### config.mk
export PLATFORM = sky130hd
export DESIGN_NAME = route_path_candidate_scorer
export DESIGN_NICKNAME = d
export VERILOG_FILES = /design/src/rpcs_pkg.sv /design/src/rpcs_accum.sv /design/src/rpcs_fifo.sv /design/src/rpcs_score.sv /design/src/route_path_candidate_scorer.sv
export VERILOG_INCLUDE_DIRS = /design/src /design/src/src
export SDC_FILE = /design/constraint.sdc
export NUM_CORES = 1
export LEC_CHECK = 0
export ABC_CLOCK_PERIOD_IN_PS = 7900
export BUFFER_PORTS_ARGS = -buffer_cell sky130_fd_sc_hd__buf_2
export CAP_MARGIN = 20
export CORE_MARGIN = 4
export CORE_UTILIZATION = 61
export CTS_CLUSTER_SIZE = 25
export DETAILED_ROUTE_END_ITERATION = 16
export HOLD_SLACK_MARGIN = 0.1
export PLACE_DENSITY_LB_ADDON = 0.2
export RECOVER_POWER = 25
export SLEW_MARGIN = 20
export SYNTH_ARGS = -nofsm -noshare
export SYNTH_HDL_FRONTEND = slang
export SYNTH_SLANG_ARGS = --single-unit
### constraint.sdc
create_clock -name clk_i -period 7.9 [get_ports clk_i]
set_input_delay 1.185 -clock clk_i [delete_from_list [all_inputs] [get_ports clk_i]]
set_output_delay 1.185 -clock clk_i [all_outputs]
set_load 0.05 [all_outputs]
### src/route_path_candidate_scorer_macros.svh
// assertion helpers for the rtl files (included by rpcs_fifo)
`ifndef ROUTE_PATH_CANDIDATE_SCORER_MACROS_SVH
`define ROUTE_PATH_CANDIDATE_SCORER_MACROS_SVH

// same-cycle implication, sampled on clk_i, off while in reset
`define RPCS_ASSERT_IMP(lbl, ante, cons) \
  lbl: assert property (@(posedge clk_i) disable iff (!rst_ni) (ante) |-> (cons)) \
    else $error("rpcs assertion failed");

// next-cycle implication, sampled on clk_i, off while in reset
`define RPCS_ASSERT_NXT(lbl, ante, cons) \
  lbl: assert property (@(posedge clk_i) disable iff (!rst_ni) (ante) |=> (cons)) \
    else $error("rpcs assertion failed");

`endif

### src/rpcs_pkg.sv
package rpcs_pkg;

  localparam int unsigned LenW    = 16;
  localparam int unsigned ClassW  = 4;
  localparam int unsigned SumW    = 24;
  localparam int unsigned UniW    = 7;
  localparam int unsigned ScoreW  = 9;
  localparam int unsigned QuotW   = 9;
  localparam int unsigned NumW    = SumW + QuotW;

  localparam logic [UniW-1:0] UniClassSame = 7'd40;
  localparam logic [UniW-1:0] UniClassNear = 7'd15;
  localparam logic [UniW-1:0] UniOneWay    = 7'd17;
  localparam logic [UniW-1:0] UniRoundabt  = 7'd18;
  localparam logic [UniW-1:0] UniLinkRoad  = 7'd10;

  localparam logic [8:0] ScoreNumMul = 9'd275;
  localparam logic [7:0] ScoreDenMul = 8'd165;
  localparam logic signed [ScoreW:0] ScoreOffset = 10'sd165;
  localparam logic signed [ScoreW-1:0] ScoreMatch = 9'sd110;

  typedef struct packed {
    logic [SumW-1:0] len_sum;
    logic [LenW-1:0] target;
    logic            many_edges;
    logic [UniW-1:0] uni_score;
  } job_t;

endpackage

### src/rpcs_accum.sv
module rpcs_accum (
  input  logic                          clk_i,
  input  logic                          rst_ni,
  input  logic                          edge_valid_i,
  input  logic [rpcs_pkg::LenW-1:0]     edge_length_i,
  input  logic [rpcs_pkg::ClassW-1:0]   road_class_i,
  input  logic                          one_way_i,
  input  logic                          roundabout_i,
  input  logic                          link_road_i,
  input  logic [rpcs_pkg::LenW-1:0]     target_length_i,
  input  logic                          last_edge_i,
  input  logic                          queue_full_i,
  output logic                          edge_ready_o,
  output logic                          job_push_o,
  output rpcs_pkg::job_t                job_o
);
  import rpcs_pkg::*;

  logic [1:0]        count_q, count_d;
  logic [SumW-1:0]   sum_q, sum_d;
  logic [ClassW-1:0] min_q, min_d, max_q, max_d;
  logic [2:0]        first_q, first_d, same_q, same_d;
  logic [2:0]        flags;
  logic [SumW:0]     sum_wide;
  logic [ClassW-1:0] diff;
  logic [UniW-1:0]   uni;
  logic              take;

  assign edge_ready_o = !queue_full_i;
  assign take         = edge_valid_i && edge_ready_o;
  assign flags        = {link_road_i, roundabout_i, one_way_i};
  assign sum_wide     = {1'b0, sum_q} + {{(SumW+1-LenW){1'b0}}, edge_length_i};

  always_comb begin
    sum_d = sum_wide[SumW] ? {SumW{1'b1}} : sum_wide[SumW-1:0];
    count_d = (count_q == 2'd3) ? count_q : count_q + 2'd1;
    if (count_q == 2'd0) begin
      min_d   = road_class_i;
      max_d   = road_class_i;
      first_d = flags;
      same_d  = same_q;
    end else begin
      min_d   = (road_class_i < min_q) ? road_class_i : min_q;
      max_d   = (road_class_i > max_q) ? road_class_i : max_q;
      first_d = first_q;
      same_d  = same_q & ~(first_q ^ flags);
    end
    diff = max_d - min_d;
    uni  = (diff == '0) ? UniClassSame : ((diff == 4'd1) ? UniClassNear : '0);
    if (same_d[0]) uni = uni + UniOneWay;
    if (same_d[1]) uni = uni + UniRoundabt;
    if (same_d[2]) uni = uni + UniLinkRoad;
  end

  assign job_push_o       = take && last_edge_i;
  assign job_o.len_sum    = sum_d;
  assign job_o.target     = target_length_i;
  assign job_o.many_edges = (count_d == 2'd3);
  assign job_o.uni_score  = uni;

  always_ff @(posedge clk_i or negedge rst_ni) begin
    if (!rst_ni) begin
      count_q <= '0;
      sum_q   <= '0;
      min_q   <= '0;
      max_q   <= '0;
      first_q <= '0;
      same_q  <= '1;
    end else if (take) begin
      if (last_edge_i) begin
        count_q <= '0;
        sum_q   <= '0;
        min_q   <= '0;
        max_q   <= '0;
        first_q <= '0;
        same_q  <= '1;
      end else begin
        count_q <= count_d;
        sum_q   <= sum_d;
        min_q   <= min_d;
        max_q   <= max_d;
        first_q <= first_d;
        same_q  <= same_d;
      end
    end
  end

endmodule

### src/rpcs_fifo.sv
`include "route_path_candidate_scorer_macros.svh"

module rpcs_fifo #(
  parameter int unsigned Depth = 2
) (
  input  logic           clk_i,
  input  logic           rst_ni,
  input  logic           wr_en_i,
  input  rpcs_pkg::job_t wr_data_i,
  output logic           full_o,
  input  logic           rd_en_i,
  output logic           rd_valid_o,
  output rpcs_pkg::job_t rd_data_o
);
  import rpcs_pkg::*;

  localparam int unsigned AddrW = (Depth > 1) ? $clog2(Depth) : 1;
  localparam int unsigned CntW  = $clog2(Depth + 1);

  job_t             mem_q [Depth];
  logic [AddrW-1:0] wr_ptr_q, rd_ptr_q;
  logic [CntW-1:0]  count_q;
  logic             push, pop;

  assign full_o     = (count_q == CntW'(Depth));
  assign rd_valid_o = (count_q != '0);
  assign rd_data_o  = mem_q[rd_ptr_q];
  assign push       = wr_en_i && !full_o;
  assign pop        = rd_en_i && rd_valid_o;

  always_ff @(posedge clk_i) begin
    if (push) begin
      mem_q[wr_ptr_q] <= wr_data_i;
    end
  end

  always_ff @(posedge clk_i or negedge rst_ni) begin
    if (!rst_ni) begin
      wr_ptr_q <= '0;
      rd_ptr_q <= '0;
      count_q  <= '0;
    end else begin
      if (push) begin
        wr_ptr_q <= (wr_ptr_q == AddrW'(Depth - 1)) ? '0 : wr_ptr_q + 1'b1;
      end
      if (pop) begin
        rd_ptr_q <= (rd_ptr_q == AddrW'(Depth - 1)) ? '0 : rd_ptr_q + 1'b1;
      end
      if (push && !pop) begin
        count_q <= count_q + 1'b1;
      end else if (pop && !push) begin
        count_q <= count_q - 1'b1;
      end
    end
  end

  `RPCS_ASSERT_IMP(a_count_bound, 1'b1, count_q <= CntW'(Depth))
  `RPCS_ASSERT_NXT(a_count_inc, push && !pop, count_q == $past(count_q) + 1'b1)
  `RPCS_ASSERT_IMP(a_no_pop_empty, rd_en_i, count_q != '0)

endmodule

### src/rpcs_score.sv
module rpcs_score (
  input  logic                               clk_i,
  input  logic                               rst_ni,
  input  logic                               job_valid_i,
  input  rpcs_pkg::job_t                     job_i,
  output logic                               job_pop_o,
  output logic                               res_valid_o,
  input  logic                               res_ready_i,
  output logic                               path_valid_o,
  output logic signed [rpcs_pkg::ScoreW-1:0] length_score_o,
  output logic        [rpcs_pkg::UniW-1:0]   uniformity_score_o,
  output logic signed [rpcs_pkg::ScoreW-1:0] total_score_o
);
  import rpcs_pkg::*;

  typedef enum logic [2:0] {
    ST_IDLE,
    ST_CMP,
    ST_MUL,
    ST_LOAD,
    ST_DIV,
    ST_OUT
  } state_e;

  state_e            state_q;
  job_t              job_q;
  logic [SumW-1:0]   mn_q, mx_q, rem_q;
  logic [NumW-1:0]   num_q, den_q;
  logic [QuotW-1:0]  lo_q, quot_q;
  logic [3:0]        step_q;
  logic              le_q;
  logic              out_free;
  logic [SumW:0]     rem_sh, rem_sub;
  logic              q_bit;
  logic              mx_zero, ok;
  logic signed [ScoreW:0]   raw;
  logic signed [ScoreW-1:0] lscore;

  assign out_free  = !res_valid_o || res_ready_i;
  assign job_pop_o = (state_q == ST_IDLE) && job_valid_i;

  assign rem_sh  = {rem_q, lo_q[QuotW-1]};
  assign rem_sub = rem_sh - {1'b0, mx_q};
  assign q_bit   = (rem_sh >= {1'b0, mx_q});

  always_comb begin
    mx_zero = (mx_q == '0);
    ok      = mx_zero || !(le_q && job_q.many_edges);
    raw     = $signed({1'b0, quot_q}) - ScoreOffset
            + $signed({{ScoreW{1'b0}}, (!le_q || rem_q == '0) ? 1'b0 : 1'b1});
    lscore  = mx_zero ? ScoreMatch : raw[ScoreW-1:0];
  end

  always_ff @(posedge clk_i or negedge rst_ni) begin
    if (!rst_ni) begin
      state_q            <= ST_IDLE;
      job_q              <= '0;
      mn_q               <= '0;
      mx_q               <= '0;
      rem_q              <= '0;
      num_q              <= '0;
      den_q              <= '0;
      lo_q               <= '0;
      quot_q             <= '0;
      step_q             <= '0;
      le_q               <= 1'b0;
      res_valid_o        <= 1'b0;
      path_valid_o       <= 1'b0;
      length_score_o     <= '0;
      uniformity_score_o <= '0;
      total_score_o      <= '0;
    end else begin
      if (res_valid_o && res_ready_i && state_q != ST_OUT) begin
        res_valid_o <= 1'b0;
      end
      case (state_q)
        ST_IDLE: begin
          if (job_valid_i) begin
            job_q   <= job_i;
            state_q <= ST_CMP;
          end
        end
        ST_CMP: begin
          if ({8'd0, job_q.target} < job_q.len_sum) begin
            mn_q <= {8'd0, job_q.target};
            mx_q <= job_q.len_sum;
          end else begin
            mn_q <= job_q.len_sum;
            mx_q <= {8'd0, job_q.target};
          end
          state_q <= ST_MUL;
        end
        ST_MUL: begin
          num_q   <= {{QuotW{1'b0}}, mn_q} * NumW'(ScoreNumMul);
          den_q   <= {{QuotW{1'b0}}, mx_q} * NumW'(ScoreDenMul);
          state_q <= ST_LOAD;
        end
        ST_LOAD: begin
          rem_q   <= num_q[NumW-1:QuotW];
          lo_q    <= num_q[QuotW-1:0];
          le_q    <= (num_q <= den_q);
          quot_q  <= '0;
          step_q  <= '0;
          state_q <= ST_DIV;
        end
        ST_DIV: begin
          rem_q  <= q_bit ? rem_sub[SumW-1:0] : rem_sh[SumW-1:0];
          lo_q   <= {lo_q[QuotW-2:0], 1'b0};
          quot_q <= {quot_q[QuotW-2:0], q_bit};
          step_q <= step_q + 4'd1;
          if (step_q == 4'(QuotW - 1)) begin
            state_q <= ST_OUT;
          end
        end
        ST_OUT: begin
          if (out_free) begin
            res_valid_o        <= 1'b1;
            path_valid_o       <= ok;
            length_score_o     <= ok ? lscore : '0;
            uniformity_score_o <= job_q.uni_score;
            total_score_o      <= ok ? lscore + $signed({2'b00, job_q.uni_score}) : '0;
            state_q            <= ST_IDLE;
          end
        end
        default: begin
          state_q <= ST_IDLE;
        end
      endcase
    end
  end

endmodule

### src/route_path_candidate_scorer.sv
// route path candidate scorer
// slave stream carries one road edge per beat; tlast marks the final edge of
// a path. tdata: edge_length, road_class, one_way, roundabout, link_road,
// target_length (target is taken from the final beat only).
// master stream carries one score beat per path: path_valid, length_score,
// uniformity_score, total_score.
// edges are accumulated at one beat per cycle by the front end while the
// job queue is not full; the final edge pushes a job into a small queue
// (QueueDepth entries). the back end takes one job at a time: compare,
// constant multiplies, a load step, a nine-step restoring divider and a
// result stage.
// s_axis_tready drops only while the job queue is full.
// the result register holds its beat while m_axis_tready is low; the back
// end then waits with its next job and the queue fills behind it.
// reset clears the running path state, the queue and the result register.
module route_path_candidate_scorer #(
  parameter int unsigned QueueDepth = 2
) (
  input  logic        clk_i,
  input  logic        rst_ni,
  input  logic        s_axis_tvalid,
  output logic        s_axis_tready,
  // edge_length[15:0], road_class[19:16], one_way[20], roundabout[21],
  // link_road[22], target_length[38:23], zero fill[39]
  input  logic [39:0] s_axis_tdata,
  input  logic        s_axis_tlast,
  output logic        m_axis_tvalid,
  input  logic        m_axis_tready,
  // path_valid[0], length_score[9:1], uniformity_score[16:10],
  // total_score[25:17], zero fill[31:26]
  output logic [31:0] m_axis_tdata
);
  import rpcs_pkg::*;

  job_t                     push_job, pop_job;
  logic                     push, full, pop, pop_valid;
  logic                     path_valid;
  logic signed [ScoreW-1:0] length_score, total_score;
  logic [UniW-1:0]          uniformity_score;

  rpcs_accum u_accum (
    .clk_i           (clk_i),
    .rst_ni          (rst_ni),
    .edge_valid_i    (s_axis_tvalid),
    .edge_length_i   (s_axis_tdata[15:0]),
    .road_class_i    (s_axis_tdata[19:16]),
    .one_way_i       (s_axis_tdata[20]),
    .roundabout_i    (s_axis_tdata[21]),
    .link_road_i     (s_axis_tdata[22]),
    .target_length_i (s_axis_tdata[38:23]),
    .last_edge_i     (s_axis_tlast),
    .queue_full_i    (full),
    .edge_ready_o    (s_axis_tready),
    .job_push_o      (push),
    .job_o           (push_job)
  );

  rpcs_fifo #(
    .Depth (QueueDepth)
  ) u_fifo (
    .clk_i      (clk_i),
    .rst_ni     (rst_ni),
    .wr_en_i    (push),
    .wr_data_i  (push_job),
    .full_o     (full),
    .rd_en_i    (pop),
    .rd_valid_o (pop_valid),
    .rd_data_o  (pop_job)
  );

  rpcs_score u_score (
    .clk_i              (clk_i),
    .rst_ni             (rst_ni),
    .job_valid_i        (pop_valid),
    .job_i              (pop_job),
    .job_pop_o          (pop),
    .res_valid_o        (m_axis_tvalid),
    .res_ready_i        (m_axis_tready),
    .path_valid_o       (path_valid),
    .length_score_o     (length_score),
    .uniformity_score_o (uniformity_score),
    .total_score_o      (total_score)
  );

  assign m_axis_tdata = {6'd0, total_score, uniformity_score, length_score, path_valid};

endmodule
### After elaboration in Yosys (flattened, before gate mapping)

Memories as Yosys holds them, arrays and structs flattened. A register that Yosys moved wholly into a read port is not among the register bits.
Index checks and enable logic that the tools add are counted.

* bits in writable memories: 96
* memories: 1
* word-level logic and storage cells: 140
* register bits after elaboration: 234

Memory list
* u_fifo.mem_q: words 2, width 48, read ports 1, clocked after Yosys merged registers in 1, write ports 1, line rpcs_fifo.sv:20 `job_t mem_q [Depth];`

* magnitude comparators: 5
* bitwise logic cells: 3
* multipliers: 2
* reductions and logical operators: 33
* muxes and demuxes: 43
* $add $sub $neg: 15
* eq/ne operators: 14

Operators by type and width (count)
* 24-bit 2-to-1 mux: 5
* 24-bit zero test: 2
* 24-bit case mux with 2 select lines: 1
* 9-bit case mux with 2 select lines: 2
* 33-bit by 32-bit <= comparator with 1-bit output: 1
* 24-bit by 9-bit multiplier with 33-bit output, second input constant: 1
* 24-bit by 8-bit multiplier with 32-bit output, second input constant: 1
* 4-bit 2-to-1 mux: 7
* 7-bit 2-to-1 mux: 4
* 9-bit 2-to-1 mux: 3
* 24-bit by 16-bit adder with 25-bit output: 1
* 25-bit by 24-bit >= comparator with 1-bit output: 1
* 16-bit by 24-bit less-than comparator with 1-bit output: 1
* 24-bit subtractor: 1
* 3-bit 2-to-1 mux: 7
* 3-bit case mux with 6 select lines: 1
* 7-bit by 5-bit adder with 7-bit output, second input constant: 2
* 1-bit logical AND: 10
* 9-bit by 2-bit adder with 9-bit output: 1
* 9-bit by 7-bit adder with 9-bit output: 1
* 9-bit by 8-bit subtractor with 9-bit output, second input constant: 1
* 1-bit 2-to-1 mux: 8
* 2-bit 2-to-1 mux: 4
* 4-bit case mux with 2 select lines: 1
* other kinds (28): 48

### Longest topological paths before layout

Gate-level depths: netlist (run 1).

* depth in word-level cells: 13
* depth in mapped cells: 22

### Modules after synthesis

From an unflattened synthesis (run 1), not the netlist that was laid out.

* cells, all modules: 2531
* area total of the unflattened synthesis: 25966.2 um^2

By module, submodules not included
* rpcs_score: area each 18619.1 um^2, cells an instance 1945, instances 1
* rpcs_fifo: area each 3707.3 um^2, cells an instance 168, instances 1
* rpcs_accum: area each 3583.4 um^2, cells an instance 410, instances 1
* route_path_candidate_scorer: area each 56.3 um^2, cells an instance 8, instances 1

### Worst setup path after synthesis (run 1)

No wires, ideal clock.

* path type: in2reg
* from: in s_axis_tdata[18]
* to: mem u_fifo.mem_q[0][5] in the netlist's numbering, data pin
* data required time: 7631 ps
* slack: 2883 ps
* arrival: 4747 ps
* stages on the path: 18
* library setup time: 269 ps
* cells stage by stage: ha_1 > o21ai_0 > a21oi_1 > o22ai_4 > mux2_2 > ha_1 > a21o_1 > a21o_1 > and4_4 > nor2_1 > nand2_1 > or3_1 > inv_1 > ha_1 > and2_1 > a311oi_1 > nor2_2 > xor2_1

RTL lines
* start, declared: line route_path_candidate_scorer.sv:25 `input logic [39:0] s_axis_tdata,`
* end, declared: line rpcs_fifo.sv:20

==> summary by stage, run 1 <==
Die
In this run the count of I/O pins placed on the die edge is 79. The initial utilization of the core area, before any placement, comes to between 60% and 70%. The area of the die is 45200 µm². The floorplan core area is around 40000 µm². The horizontal die dimension is 212 µm. The number of cell rows is 74. The floorplan step set the die height to roughly 210 µm.

Hold path
The min-delay analysis places its worst path in the category flip-flop to flip-flop.

Critical path
The worst endpoint data arrival time is around 5.8 ns. Traced cell by cell, the critical path runs through clkbuf_1, clkbuf_2. The critical path endpoint category is an async pin.

Data on the critical path is required at its endpoint by 8.32 ns. The slowest cell on the critical path is sky130_fd_sc_hd__clkbuf_1. The startpoint kind of the worst setup timing path is an input port.

The category of the critical setup timing path is input port to async pin. The largest incremental delay on the critical path is 3.24 ns. Along the worst path, the maximum fanout reaches between 80 and 90. The worst path buffer plus inverter count is 2. The kind of cell with the highest combined delay along the critical path is buffers and inverters.

Synthesis
The number of synthesized flops with an enable pin is between 90 and 100. Summing every instance area after synthesis gives 25500 µm². The sequential share of the synthesized area is 39.0%. Counting flops and latches in the post-synthesis netlist gives ~380.

For this run, the leading register cell type out of synthesis is sky130_fd_sc_hd__dfrtp_1. In this run the mean area of a mapped cell was 10.0 µm². The number of instances in the synthesized netlist is approximately 2600. Synthesis instantiated 88 different standard cells from the library. The number of synthesis warnings is 0. After synthesis, the share of flip-flops with an asynchronous set or reset is between 70% and 80%.

Clocking
The number of CTS-inserted buffers is 42. After clock tree synthesis, the clock-pin slew on the worst setup and hold paths is ~0.060 ns. The hold buffer count at cts is 0. CTS saw between 300 and 400 sinks. TritonCTS built the clock tree. The clock tree synthesis step divided the H-tree into 2 levels. The source-to-sink clock delay at the later pin of the worst-skew pair is 0.57 ns. Once the clock tree was built, the setup fixing pass inserted 0 buffers.

Once the clock tree was built, the resizer swapped 0 gates to a different size. In this run the deepest clock path goes through 3 buffers. CTS placed an instance of sky130_fd_sc_hd__clkbuf_16 at the clock tree root.

STA
The worst-margin pin slew is between 4 and 5 ns. Of the available clock period, the critical path in the final layout requires ~69%. The setup-violating endpoint count in the final report is 0. Setup total negative slack on the finished layout was measured at 0 ns. The final-report max-slew violation count is approximately 150. The time the worst path needs with I/O delays and setup is between 5 and 6 ns. The worst slew margin relative to its limit is -215%. The worst clock skew is between 0.01 and 0.015 ns. The maximum achievable frequency is approximately 180 MHz.

Setup repair after global routing left no endpoint under its margin. The number of hold violations in the final report was 0.

Route
After detailed routing, the number of remaining DRC violations is 0. In this run the remaining antenna-violating nets after routing total 0. The number of vias per cell after detailed routing is ~6. The via count is roughly 19000. The first-pass iteration count of the detailed router is 7.

After the first detailed-routing iteration, the DRC count stood at between 1000 and 1500. The final routed wire length divided by cell count is between 15 and 20 µm. The total wire length is ~57000 µm.

Placed design
The wire-length estimate of the detail-placed layout is between 40000 and 50000 µm. Port buffering added 71 buffers. The weighted congestion at the end of routability-driven global placement is around 0.88.

Global routing
Global routing used between 20 and 30% of the available tracks. The largest net degree at the start of global routing is 99. The first global-routing pass estimated approximately 94000 µm of wire.

After global routing the overflow that remains totals 0. The initial antenna violation count is 0. The number of global-route vias before repair is ~19000.

Final layout
The final layout net count is slightly above 3000. The area growth from synthesis to layout is 8.66%. Of the cells placed in the final design, the portion with a size suffix greater than 1 is about 7.6%. The number of antenna diodes in the final layout is 0.

Job
Max-cap violations in this run came to 3.

Outcome
The checks that failed: max-capacitance violations, max-slew violations. The flow ran to the end, but the final reports show violations.
cell type report:
| cell class | instances | area [µm²] |
|---|---|---|
| repair buffers | 86 | 447 |
| flip-flops and latches | 378 | 9940 |
| well taps | 532 | 666 |
| inverters | 238 | 893 |
| clock inverters | 30 | 330 |
| multi-input cells | 1849 | 14300 |
| fillers | 3219 | 13400 |
| clock buffers | 47 | 1090 |
routing by layer:
layer / track usage (%) / share of wire [%] / wire (µm) / up-vias
met4: 7.71 / 2.7 / 1510 / 0
li1: - / - / - / 9084
met3: 3.10 / 4.1 / 2330 / 87
met5: 0 / 0 / 0 / -
met1: 35.9 / 46 / 26000 / 9040
met2: 42.1 / 47 / 26900 / 385
path summary, 6_finish.rpt:
check	start	cells past startpoint	slack [ns]	endpoint
setup / recovery	rst_ni	2	2.49	u_fifo.rd_ptr_q
max in group clk_i	s_axis_tdata[19]	19	2.86	u_fifo.mem_q[0][4]
hold / removal	u_score.lo_q[3]	2	0.48	u_score.lo_q[3]
hold reg to reg	u_score.lo_q[3]	2	0.48	u_score.lo_q[3]
setup reg to reg	u_score.mx_q[5]	16	3.03	u_score.den_q[29]
min in group asynchronous	rst_ni	1	2.31	u_score.lo_q[4]
logic make-up (layout without fill, tap and decap cells):
kind of cell / after synthesis / after routing / share of synthesized area [%]
adder cells (fa/ha/maj): 391 / 391 / 21.5
AO/OA/AOI/OAI: 623 / 623 / 15.4
buffers and inverters: 330 / 401 / 5.03
multiplexers: 121 / 121 / 4.83
flip-flops: 378 / 378 / 39.0
other: 1 / 6 / 0.0147
XOR/XNOR: 94 / 94 / 3.23
AND/OR/NAND/NOR: 614 / 614 / 10.9
layout by cell type, fill, tap and decap left out, drive strengths merged, types with 11 or more instances in the layout:
cell      n
a31oi    12
xor2     41
nor2    168
a21o     55
nand3    34
o21a     17
mux2i   108
nand2b   22
and3     17
edfxtp   96
nand4    22
clkinv   17
a22oi    11
a211oi   25
nor4     17
ha      311
o31ai    20
o21ai   169
clkbuf   62
o211ai   16
nor2b    28
nor3     24
a21oi   198
inv     240
dfrtp   279
buf      71
fa       80
o21bai   15
a22o     32
nand2   246
mux2     13
xnor2    53
stage by stage:
stage	utilization, %	instance area, µm²	std cells	hold slack, ns	setup WS [ns]
after floorplan	-	25500	2557	0.446	2.88
after global placement	64.0	26300	3083	0.457	2.40
after detailed placement	64.0	26300	3083	0.464	2.33
after CTS	67.5	27700	3160	0.479	2.94
after global routing	67.4	27700	3160	0.492	1.44
final	67.4	27700	3160	0.477	2.49
Yosys cell counts (4+ instances only):
master / count / area, µm²
sky130_fd_sc_hd__a31oi_1: 11 / 68.8
sky130_fd_sc_hd__edfxtp_1: 96 / 2880
sky130_fd_sc_hd__nor2_1: 166 / 623
sky130_fd_sc_hd__o22ai_1: 6 / 37.5
sky130_fd_sc_hd__o2111ai_1: 4 / 35.0
sky130_fd_sc_hd__nand4_1: 22 / 138
sky130_fd_sc_hd__mux2i_1: 108 / 1080
sky130_fd_sc_hd__o21a_1: 17 / 128
sky130_fd_sc_hd__nand3_1: 34 / 170
sky130_fd_sc_hd__dfrtp_1: 279 / 6980
sky130_fd_sc_hd__mux2_2: 12 / 135
sky130_fd_sc_hd__o31ai_1: 18 / 135
sky130_fd_sc_hd__a21oi_1: 198 / 991
sky130_fd_sc_hd__a21o_1: 54 / 405
sky130_fd_sc_hd__xnor2_1: 53 / 464
sky130_fd_sc_hd__a311oi_1: 4 / 35.0
sky130_fd_sc_hd__nand2_1: 246 / 923
sky130_fd_sc_hd__ha_1: 311 / 3890
sky130_fd_sc_hd__clkbuf_1: 73 / 274
sky130_fd_sc_hd__nor3b_1: 4 / 30.0
sky130_fd_sc_hd__and3_1: 17 / 106
sky130_fd_sc_hd__nor3_1: 23 / 115
sky130_fd_sc_hd__a211o_1: 4 / 35.0
sky130_fd_sc_hd__o211ai_1: 15 / 113
sky130_fd_sc_hd__a22o_1: 32 / 280
sky130_fd_sc_hd__fa_1: 80 / 1600
sky130_fd_sc_hd__nor4_1: 17 / 106
sky130_fd_sc_hd__buf_4: 7 / 52.6
sky130_fd_sc_hd__o21ai_1: 5 / 25.0
sky130_fd_sc_hd__nand2b_1: 21 / 131
sky130_fd_sc_hd__o21ai_0: 162 / 811
sky130_fd_sc_hd__or3_1: 5 / 31.3
sky130_fd_sc_hd__xor2_1: 41 / 359
sky130_fd_sc_hd__or2_2: 6 / 37.5
sky130_fd_sc_hd__a22oi_1: 11 / 82.6
sky130_fd_sc_hd__o21bai_1: 15 / 113
sky130_fd_sc_hd__buf_2: 8 / 40.0
sky130_fd_sc_hd__and2_1: 7 / 43.8
sky130_fd_sc_hd__inv_1: 237 / 890
sky130_fd_sc_hd__a211oi_1: 24 / 180
sky130_fd_sc_hd__nor2b_1: 28 / 175
flip-flops by register name (all words and copies together), names as in the netlist, 24 cells and up:
| name | flops |
|---|---|
| u_score.mn_q | 24 |
| u_accum.sum_q | 24 |
| u_score.num_q | 33 |
| u_score.den_q | 32 |
| u_score.job_q | 48 |
| u_score.rem_q | 24 |
| u_score.mx_q | 24 |
| u_fifo.mem_q | 96 |
worst reg2reg max path: cells and delay by family, from the launching register on:
family                   cells  cell delay [ns]
adder cells (fa/ha/maj)      5             2.03
buffers and inverters        2             0.11
AO/OA/AOI/OAI                7             1.91
AND/OR/NAND/NOR              2             0.17
flip-flops                   1             0.53
Power of run 1 is left out: the tool's default activity adds up to more than one toggle a clock period on the data nets, which glitch-free logic cannot reach.
==> run 2: changes to the inputs <==
--- a/config.mk
+++ b/config.mk
@@ -6,7 +6,8 @@
 export SDC_FILE = /design/constraint.sdc
 export NUM_CORES = 1
 export LEC_CHECK = 0
-export ABC_CLOCK_PERIOD_IN_PS = 7900
+export ABC_AREA = 1
+export ABC_CLOCK_PERIOD_IN_PS = 5250
 export BUFFER_PORTS_ARGS = -buffer_cell sky130_fd_sc_hd__buf_2
 export CAP_MARGIN = 20
 export CORE_MARGIN = 4
==> constraint.sdc (replaced) <==
create_clock -name clk_i -period 5.25 [get_ports clk_i]
set_input_delay 0.7875 -clock clk_i [delete_from_list [all_inputs] [get_ports clk_i]]
set_output_delay 0.7875 -clock clk_i [all_outputs]
set_load 0.05 [all_outputs]
==> summary by stage, run 2 <==
Synthesis
The number of instances in the synthesized netlist is 3122 (+22%). The mapped cell area came to 26600 µm² (+4.2%). The flip-flop cell with the highest count after synthesis is sky130_fd_sc_hd__dfrtp_1.

The sequential share of the synthesized area is 37.4% (-1.6 points). Sorting the synthesized cells by how often they occur yields sky130_fd_sc_hd__nand2_1, sky130_fd_sc_hd__inv_1, sky130_fd_sc_hd__ha_1. The cell taking the most area after synthesis is sky130_fd_sc_hd__dfrtp_1. The average cell area after synthesis is 8.51 µm² (-15%). The proportion of register bits with asynchronous set or reset after synthesis was 74.6% (unchanged).

In the post-synthesis netlist, the cell with the most instances is sky130_fd_sc_hd__nand2_1. The area fraction of the dominant cell type after synthesis is 26.3% (-1.1 points). Yosys attributes the largest share of cell area to sky130_fd_sc_hd__dfrtp_1, sky130_fd_sc_hd__ha_1, sky130_fd_sc_hd__edfxtp_1.

The post-synthesis cell type count is 69 (-22%). The number of synthesized flops with an enable pin was 96 (unchanged). The number of register bits inferred by synthesis came to 378 (unchanged).

The number of synthesis warnings is 0 (unchanged).

Route
The number of vias per cell after detailed routing is 5.71 (-3.0%). The starting DRC count in detailed routing is 1655 (+54%). The via count came to 21638 (+16%). The total wire length is 67700 µm (+19%). The final routed wire length divided by cell count came to 17.9 µm (-0.58%). The first-pass iteration count of the detailed router is 6 (-1). The number of antenna-violating nets in the routed design came to 0 (unchanged). The remaining design rule violation count is 0 (unchanged).

Global routing
The global-route track usage on met2 is 49.9% (+7.8 points). The overall routing resource usage is 29.2% (+3.6 points). The met1 layer usage reported by global route is 37.6% (+1.7 points). The global-route wire length before repair was 111000 µm (+19%). The initial antenna violation count is 0 (unchanged). The remaining global-route overflow is 0 (unchanged). The number of global-route vias before repair came to 21987 (+18%). The largest net degree at the start of global routing came to 102 (+3.0%). The routing layer with the top usage in global route is met2. The met3 capacity usage during global routing is 3.52% (+0.42 points).

STA
Static timing analysis puts the maximum clock frequency at approximately 240 MHz. The setup-violating endpoint count in the final report is 0 (unchanged). The number of hold violations in the final report is 0 (unchanged). The worst clock skew was 0.0182 ns (+0.00455 ns). The worst-margin pin slew is 2.72 ns (-2.00 ns). The time the worst path needs with I/O delays and setup is roughly 4.2 ns. The final period utilization is roughly four fifths. Setup repair after global routing left no endpoint under its margin. The final-report max-slew violation count is 99 (-32%). The worst slew margin relative to its limit is -81.4% (+130 points). The post-route setup TNS is 0 ns (unchanged).

Clocking
The CTS H-tree depth is 2 (unchanged). The hold buffer count at cts was 0 (unchanged). The maximum buffer depth of the clock tree is 3 (unchanged).

The CTS clock-pin slew for the worst setup and hold paths is 0.06 ns (about the same). The source-to-sink clock delay at the later pin of the worst-skew pair is 0.58 ns (about the same). The clock net sink count is 378 (unchanged). The number of setup buffers added after CTS is 0 (unchanged). The clock tree root driver cell is sky130_fd_sc_hd__clkbuf_16. The number of CTS-inserted buffers is 43 (+2.4%).

The post-cts resize count came to 0 (unchanged). The CTS tree is done.

Job
The count of max-cap constraint violations came to 1 (-2).

Critical path
The category of the critical setup timing path is flip-flop to flip-flop. The required time at the endpoint of the critical path is 5.67 ns (-2.65 ns). The critical path endpoint category is a flip-flop. The kind of cell adding the most delay to the critical path is adder cells.

Traced cell by cell, the critical path runs through inv_1, fa_1, inv_1, fa_1, ha_1, ha_1, a21o_1, a31oi_1, nand2_1, a21oi_2, o21bai_1, or2_2, nand3_1, o21ai_0. The slowest cell on the critical path is sky130_fd_sc_hd__dfrtp_1. The maximum fanout encountered on the critical timing path was 5 (-94%). The worst path buffer plus inverter count is 2 (unchanged). The worst endpoint data arrival time is 4.63 ns (-1.21 ns). The start of the worst register-to-register path is u_score.mx_q[11]. The worst reg-to-reg setup slack is 1.04 ns (-1.99 ns). The endpoint identified for the worst register-to-register timing path is u_score.den_q[22].

The worst reg-to-reg path cell count was 14 (-2). The startpoint kind of the worst setup timing path is a flip-flop. The largest incremental delay on the critical path is 0.58 ns (-2.66 ns).

Final layout
The layout filler cell count is 3579 (+11%). The most frequent standard cell in the layout excluding fill and tap cells is sky130_fd_sc_hd__nand2_1. The antenna diode instance count is 0 (unchanged). The final layout net count is 3609 (+19%). The number of flip-flops in the largest register is 96 (unchanged). The relative area change from synthesis to final layout is 8.83%.

The fraction of final layout cells sized beyond drive strength 1 was 7.42% (-0.19 points). The multi-input combinational cell area is 14600 µm² (+1.9%). In the final layout, the registers with the most flip-flops are u_fifo.mem_q x96, u_score.job_q x48, u_score.num_q x33.

The area used by sequential logic in the layout was 9940 µm² (about the same). More flip-flops sit in one register than any other, and that register is u_fifo.mem_q. The top cell types in the final layout, fill and taps aside, are sky130_fd_sc_hd__nand2_1, sky130_fd_sc_hd__inv_1, sky130_fd_sc_hd__ha_1, sky130_fd_sc_hd__dfrtp_1, sky130_fd_sc_hd__nor2_1.

Hold path
The path with the worst hold slack has its endpoint at u_fifo.mem_q[1][20]. In this run the most critical hold path is launched from s_axis_tdata[35]. The cell count of the worst hold path is 1 (-1). The class of the worst hold path is input port to flip-flop.

Placed design
The detailed placer's ending HPWL is 51600 µm (+21%). The number of input and output port buffers inserted came to 71 (unchanged). The weighted congestion at the end of routability-driven global placement is 0.950 (+7.6%).

Die
The horizontal die dimension is 217 µm (+2.0%). The number of cell rows is 76 (+2.7%). The area of the die is 47000 µm² (+4.0%). The floorplan core area is 43100 µm² (+4.8%).

The top-level port count is 79 (unchanged). The die boundary height is 217 µm (+2.0%). The effective utilization at floorplan is 61.7% (-0.35 points).

Outcome
The run finished, with violations left. The final reports fail on max-capacitance violations, max-slew violations.
run 2: cell types whose count changed after synthesis, sizes merged, moves of 22 or more:
cell    previous run  this run
nand2            246       671
inv              237       428
nand3             34       159
mux2i            108         0
nor2             168       253
o21ai            169       217
a21o              55        13
o31ai             20        54
nor2b             28         0
a211oi            25         1
a22o              32        10
nand2b            22         0
xnor2             53        31
run 2: per-layer routing:
metal | vias to the layer above | share of wire, %
li1 | 10494 | -
met3 | 146 | 4.8
met4 | 0 | 4.4
met1 | 10421 | 42
met5 | - | 0
met2 | 577 | 48
run 2: layout make-up:
type                       instances  area share, %
multi-input combinational       2227           50.5
sequential                       378           34.4
inverter                         431           5.60
clock buffer                      64           4.31
clock inverter                    15          0.861
timing repair buffer              92           1.77
tap                              585           2.53
run 2: how the worst max path moves through the flow:
| stage | end | depth (start not counted) | slack [ns] | from |
|---|---|---|---|---|
| 4_1_cts | u_score.den_q[22] | 14 | 1.05 | u_score.mx_q[11] |
| 2_1_floorplan | u_fifo.mem_q[0][5] | 19 | 1.23 | s_axis_tdata[17] |
| 6_report | u_score.den_q[22] | 14 | 1.04 | u_score.mx_q[11] |
| 5_1_grt | u_fifo.mem_q[1][5] | 24 | 0.71 | u_accum.max_q[3] |
| 3_3_place_gp | u_fifo.mem_q[0][5] | 21 | 0.73 | s_axis_tdata[19] |
| 3_5_place_dp | u_fifo.mem_q[1][5] | 21 | 0.66 | s_axis_tdata[19] |
run 2: through the flow:
step | utilization (%) | hold slack [ns] | cells | setup slack, ns | instance area, µm²
after floorplan | - | 0.441 | 3127 | 1.23 | 26600
after global routing | 67.1 | 0.376 | 3792 | 0.712 | 28900
after CTS | 67.2 | 0.297 | 3792 | 1.05 | 28900
final | 67.1 | 0.400 | 3792 | 1.04 | 28900
after detailed placement | 63.7 | 0.462 | 3713 | 0.659 | 27500
after global placement | 63.7 | 0.456 | 3713 | 0.733 | 27500
run 2: logic make-up (layout without fill, tap and decap cells):
logic type,count (synthesis),in the layout,synth area share (%)
simple gates,1197,1197,19.2
compound gates,566,566,12.8
buf+inv,522,602,7.73
fa+ha+maj,391,391,20.7
flops,378,378,37.4
xor+xnor,67,67,2.21
other cells,1,6,0.0141
Power of run 2 is left out for the same reason.
==> run 3: changes to the inputs <==
--- a/config.mk
+++ b/config.mk
@@ -7,11 +7,11 @@
 export NUM_CORES = 1
 export LEC_CHECK = 0
 export ABC_AREA = 1
-export ABC_CLOCK_PERIOD_IN_PS = 5250
+export ABC_CLOCK_PERIOD_IN_PS = 3400
 export BUFFER_PORTS_ARGS = -buffer_cell sky130_fd_sc_hd__buf_2
 export CAP_MARGIN = 20
 export CORE_MARGIN = 4
-export CORE_UTILIZATION = 61
+export CORE_UTILIZATION = 58
 export CTS_CLUSTER_SIZE = 25
 export DETAILED_ROUTE_END_ITERATION = 16
 export HOLD_SLACK_MARGIN = 0.1
==> constraint.sdc (replaced) <==
create_clock -name clk_i -period 3.4 [get_ports clk_i]
set_input_delay 0.51 -clock clk_i [delete_from_list [all_inputs] [get_ports clk_i]]
set_output_delay 0.51 -clock clk_i [all_outputs]
set_load 0.05 [all_outputs]
==> summary by stage, run 3 (synthesis results as in run 2) <==
Outcome
The run finished, with violations left. The final reports fail on max-capacitance violations, max-slew violations, negative setup slack.

Global routing
The largest net degree at the start of global routing is 98 (-3.9%). The remaining global-route overflow is 0 (unchanged). The initial antenna violation count was 0 (unchanged).

The global-route wire length before repair is 121000 µm (+9.1%). The number of global-route vias before repair is 23844 (+8.4%). The overall routing resource usage came to 29.9% (+0.76 points).

Die
The top-level port count is 79 (unchanged). The floorplan core area is 45400 µm² (+5.4%). The area of the die is 49300 µm² (+5.0%). The number of cell rows was 78 (+2.6%). The effective utilization at floorplan came to 58.6% (-3.1 points). The horizontal die dimension is 222 µm (+2.5%). The die boundary height came to 222 µm (+2.5%).

Clocking
The number of CTS-inserted buffers is 43 (unchanged). The clock tree root driver cell is sky130_fd_sc_hd__clkbuf_16. The CTS clock-pin slew for the worst setup and hold paths was 0.06 ns (about the same). The maximum buffer depth of the clock tree is 3 (unchanged).

TritonCTS built the clock tree. The CTS H-tree depth is 2 (unchanged). The source-to-sink clock delay at the later pin of the worst-skew pair was 0.57 ns (about the same).

The clock net sink count is 378 (unchanged).

STA
The number of hold violations in the final report was 0 (unchanged). The final period utilization is 115% (+34 points). The maximum achievable frequency is 257 MHz (+8.1%). The post-route setup TNS is -12.12 ns (-12.12 ns).

The worst slew margin relative to its limit came to -48.0% (+33 points). The final-report max-slew violation count came to 80 (-19%). The worst clock skew was 0.0219 ns (+0.00366 ns). The time the worst path needs with I/O delays and setup came to 3.90 ns (-0.315 ns). The setup-violating endpoint count in the final report was 49 (+49). Setup repair after global routing could not meet its margin everywhere.

The final worst-path setup slack is -0.496 ns (-1.54 ns). The worst-margin pin slew came to 2.22 ns (-0.500 ns).

Critical path
The maximum fanout encountered on the critical timing path is 5 (unchanged). The critical path is of the flip-flop to flip-flop type. The startpoint kind of the worst setup timing path is a flip-flop. The worst endpoint data arrival time was 4.30 ns (-0.33 ns).

The required time at the endpoint of the critical path came to 3.80 ns (-1.87 ns). STA classifies the critical path endpoint as a flip-flop.

Job
The count of max-cap constraint violations is 1 (unchanged).

Final layout
Compared with the post-synthesis result, the final layout area differs by 30.4%. The fraction of final layout cells sized beyond drive strength 1 is 27.9% (+20 points). The post-layout instance count excluding filler cells came to 4176 (+10%). The antenna diode instance count is 0 (unchanged). In the final layout, the registers with the most flip-flops are u_fifo.mem_q x96, u_score.job_q x48, u_score.num_q x33.

The most frequent standard cell in the layout excluding fill and tap cells is sky130_fd_sc_hd__nand2_1. The number of flip-flops in the largest register is 96 (unchanged). The final layout net count is 3978 (+10%). The largest register by flop count is u_fifo.mem_q. The top cell types in the final layout, fill and taps aside, are sky130_fd_sc_hd__nand2_1, sky130_fd_sc_hd__inv_1, sky130_fd_sc_hd__buf_4, sky130_fd_sc_hd__dfrtp_1, sky130_fd_sc_hd__nor2_1.

Route
The final routed wire length divided by cell count is 19.8 µm (+11%). The starting DRC count in detailed routing is 1995 (+21%). The first-pass iteration count of the detailed router is 6 (unchanged).

The remaining design rule violation count came to 0 (unchanged). The number of antenna-violating nets in the routed design came to 0 (unchanged). The number of vias per cell after detailed routing is 5.82 (+2.1%).

The total wire length is 82800 µm (+22%). The via count was 24319 (+12%).

Placed design
The weighted congestion at the end of routability-driven global placement is 0.941 (-0.90%). The detailed placer's ending HPWL is 54600 µm (+5.8%). The number of input and output port buffers inserted was 71 (unchanged). The number of cells after detailed placement was 4023 (+8.3%).

Hold path
The class of the worst hold path is input port to flip-flop.
## run 3: final timing paths
check                                               from                             to  slack (ns)  cells after the start
max                                      u_score.mx_q[7]              u_score.den_q[21]       -0.50                     17
min                                     s_axis_tdata[37]            u_fifo.mem_q[0][22]        0.13                      1
max reg2reg                              u_score.mx_q[7]              u_score.den_q[21]       -0.50                     17
min reg2reg                u_score.uniformity_score_o[3]  u_score.uniformity_score_o[3]        0.47                      2
max in group asynchronous                         rst_ni               u_score.mx_q[20]        0.37                      3
min in group asynchronous                         rst_ni              u_score.den_q[11]        1.13                      2
## run 3: area by class of cell
| type | instances | area (µm²) |
|---|---|---|
| clock inverters | 28 | 347 |
| flip-flops and latches | 378 | 9970 |
| multi-input cells | 2227 | 17300 |
| repair buffers | 461 | 3480 |
| inverters | 431 | 1630 |
| clock buffers | 51 | 1180 |
| well taps | 600 | 751 |
| fillers | 2886 | 10700 |
## run 3: metrics by stage
stage | worst slack [ns] | hold slack (ns) | instance area (µm²) | utilization [%]
floorplan | -0.434 | 0.214 | 27100 | -
global placement | -0.569 | 0.452 | 30200 | 66.5
detailed placement | -0.614 | 0.459 | 30200 | 66.5
CTS | -0.309 | 0.117 | 33100 | 72.9
global route | -0.581 | 0.121 | 34700 | 76.4
finish | -0.496 | 0.131 | 34700 | 76.4
## run 3: repair_timing
| action | 4_1_cts | 5_1_grt |
|---|---|---|
| pin swaps | 97 | 149 |
| hold buffers | 1 | 0 |
| setup endpoints to repair | 56 | 63 |
| setup buffers | 40 | 47 |
| gates resized for setup | 248 | 268 |
| hold endpoints to repair | 74 | 0 |
## run 3: layer usage
layer / routed length, µm / track usage (%) / vias up
li1: - / - / 11237
met5: 0 / 0 / -
met4: 5200 / 12.9 / 0
met2: 40900 / 52.2 / 1069
met1: 31900 / 38.0 / 11650
met3: 4790 / 3.14 / 363
## run 3: worst max-delay path: stages (launching register included)
cell	delay, ns
sky130_fd_sc_hd__dfrtp_2	0.48
sky130_fd_sc_hd__ha_4	0.29
sky130_fd_sc_hd__inv_2	0.03
sky130_fd_sc_hd__fa_1	0.51
sky130_fd_sc_hd__inv_2	0.04
sky130_fd_sc_hd__fa_2	0.54
sky130_fd_sc_hd__ha_4	0.21
sky130_fd_sc_hd__ha_4	0.25
sky130_fd_sc_hd__a21oi_4	0.18
sky130_fd_sc_hd__inv_2	0.08
sky130_fd_sc_hd__nor2_4	0.14
sky130_fd_sc_hd__o21ai_2	0.08
sky130_fd_sc_hd__a21o_1	0.20
sky130_fd_sc_hd__nand2_1	0.08
sky130_fd_sc_hd__nand2_2	0.08
sky130_fd_sc_hd__or2_2	0.29
sky130_fd_sc_hd__nand3_1	0.12
sky130_fd_sc_hd__o21ai_0	0.12
Power of run 3 is left out for the same reason.
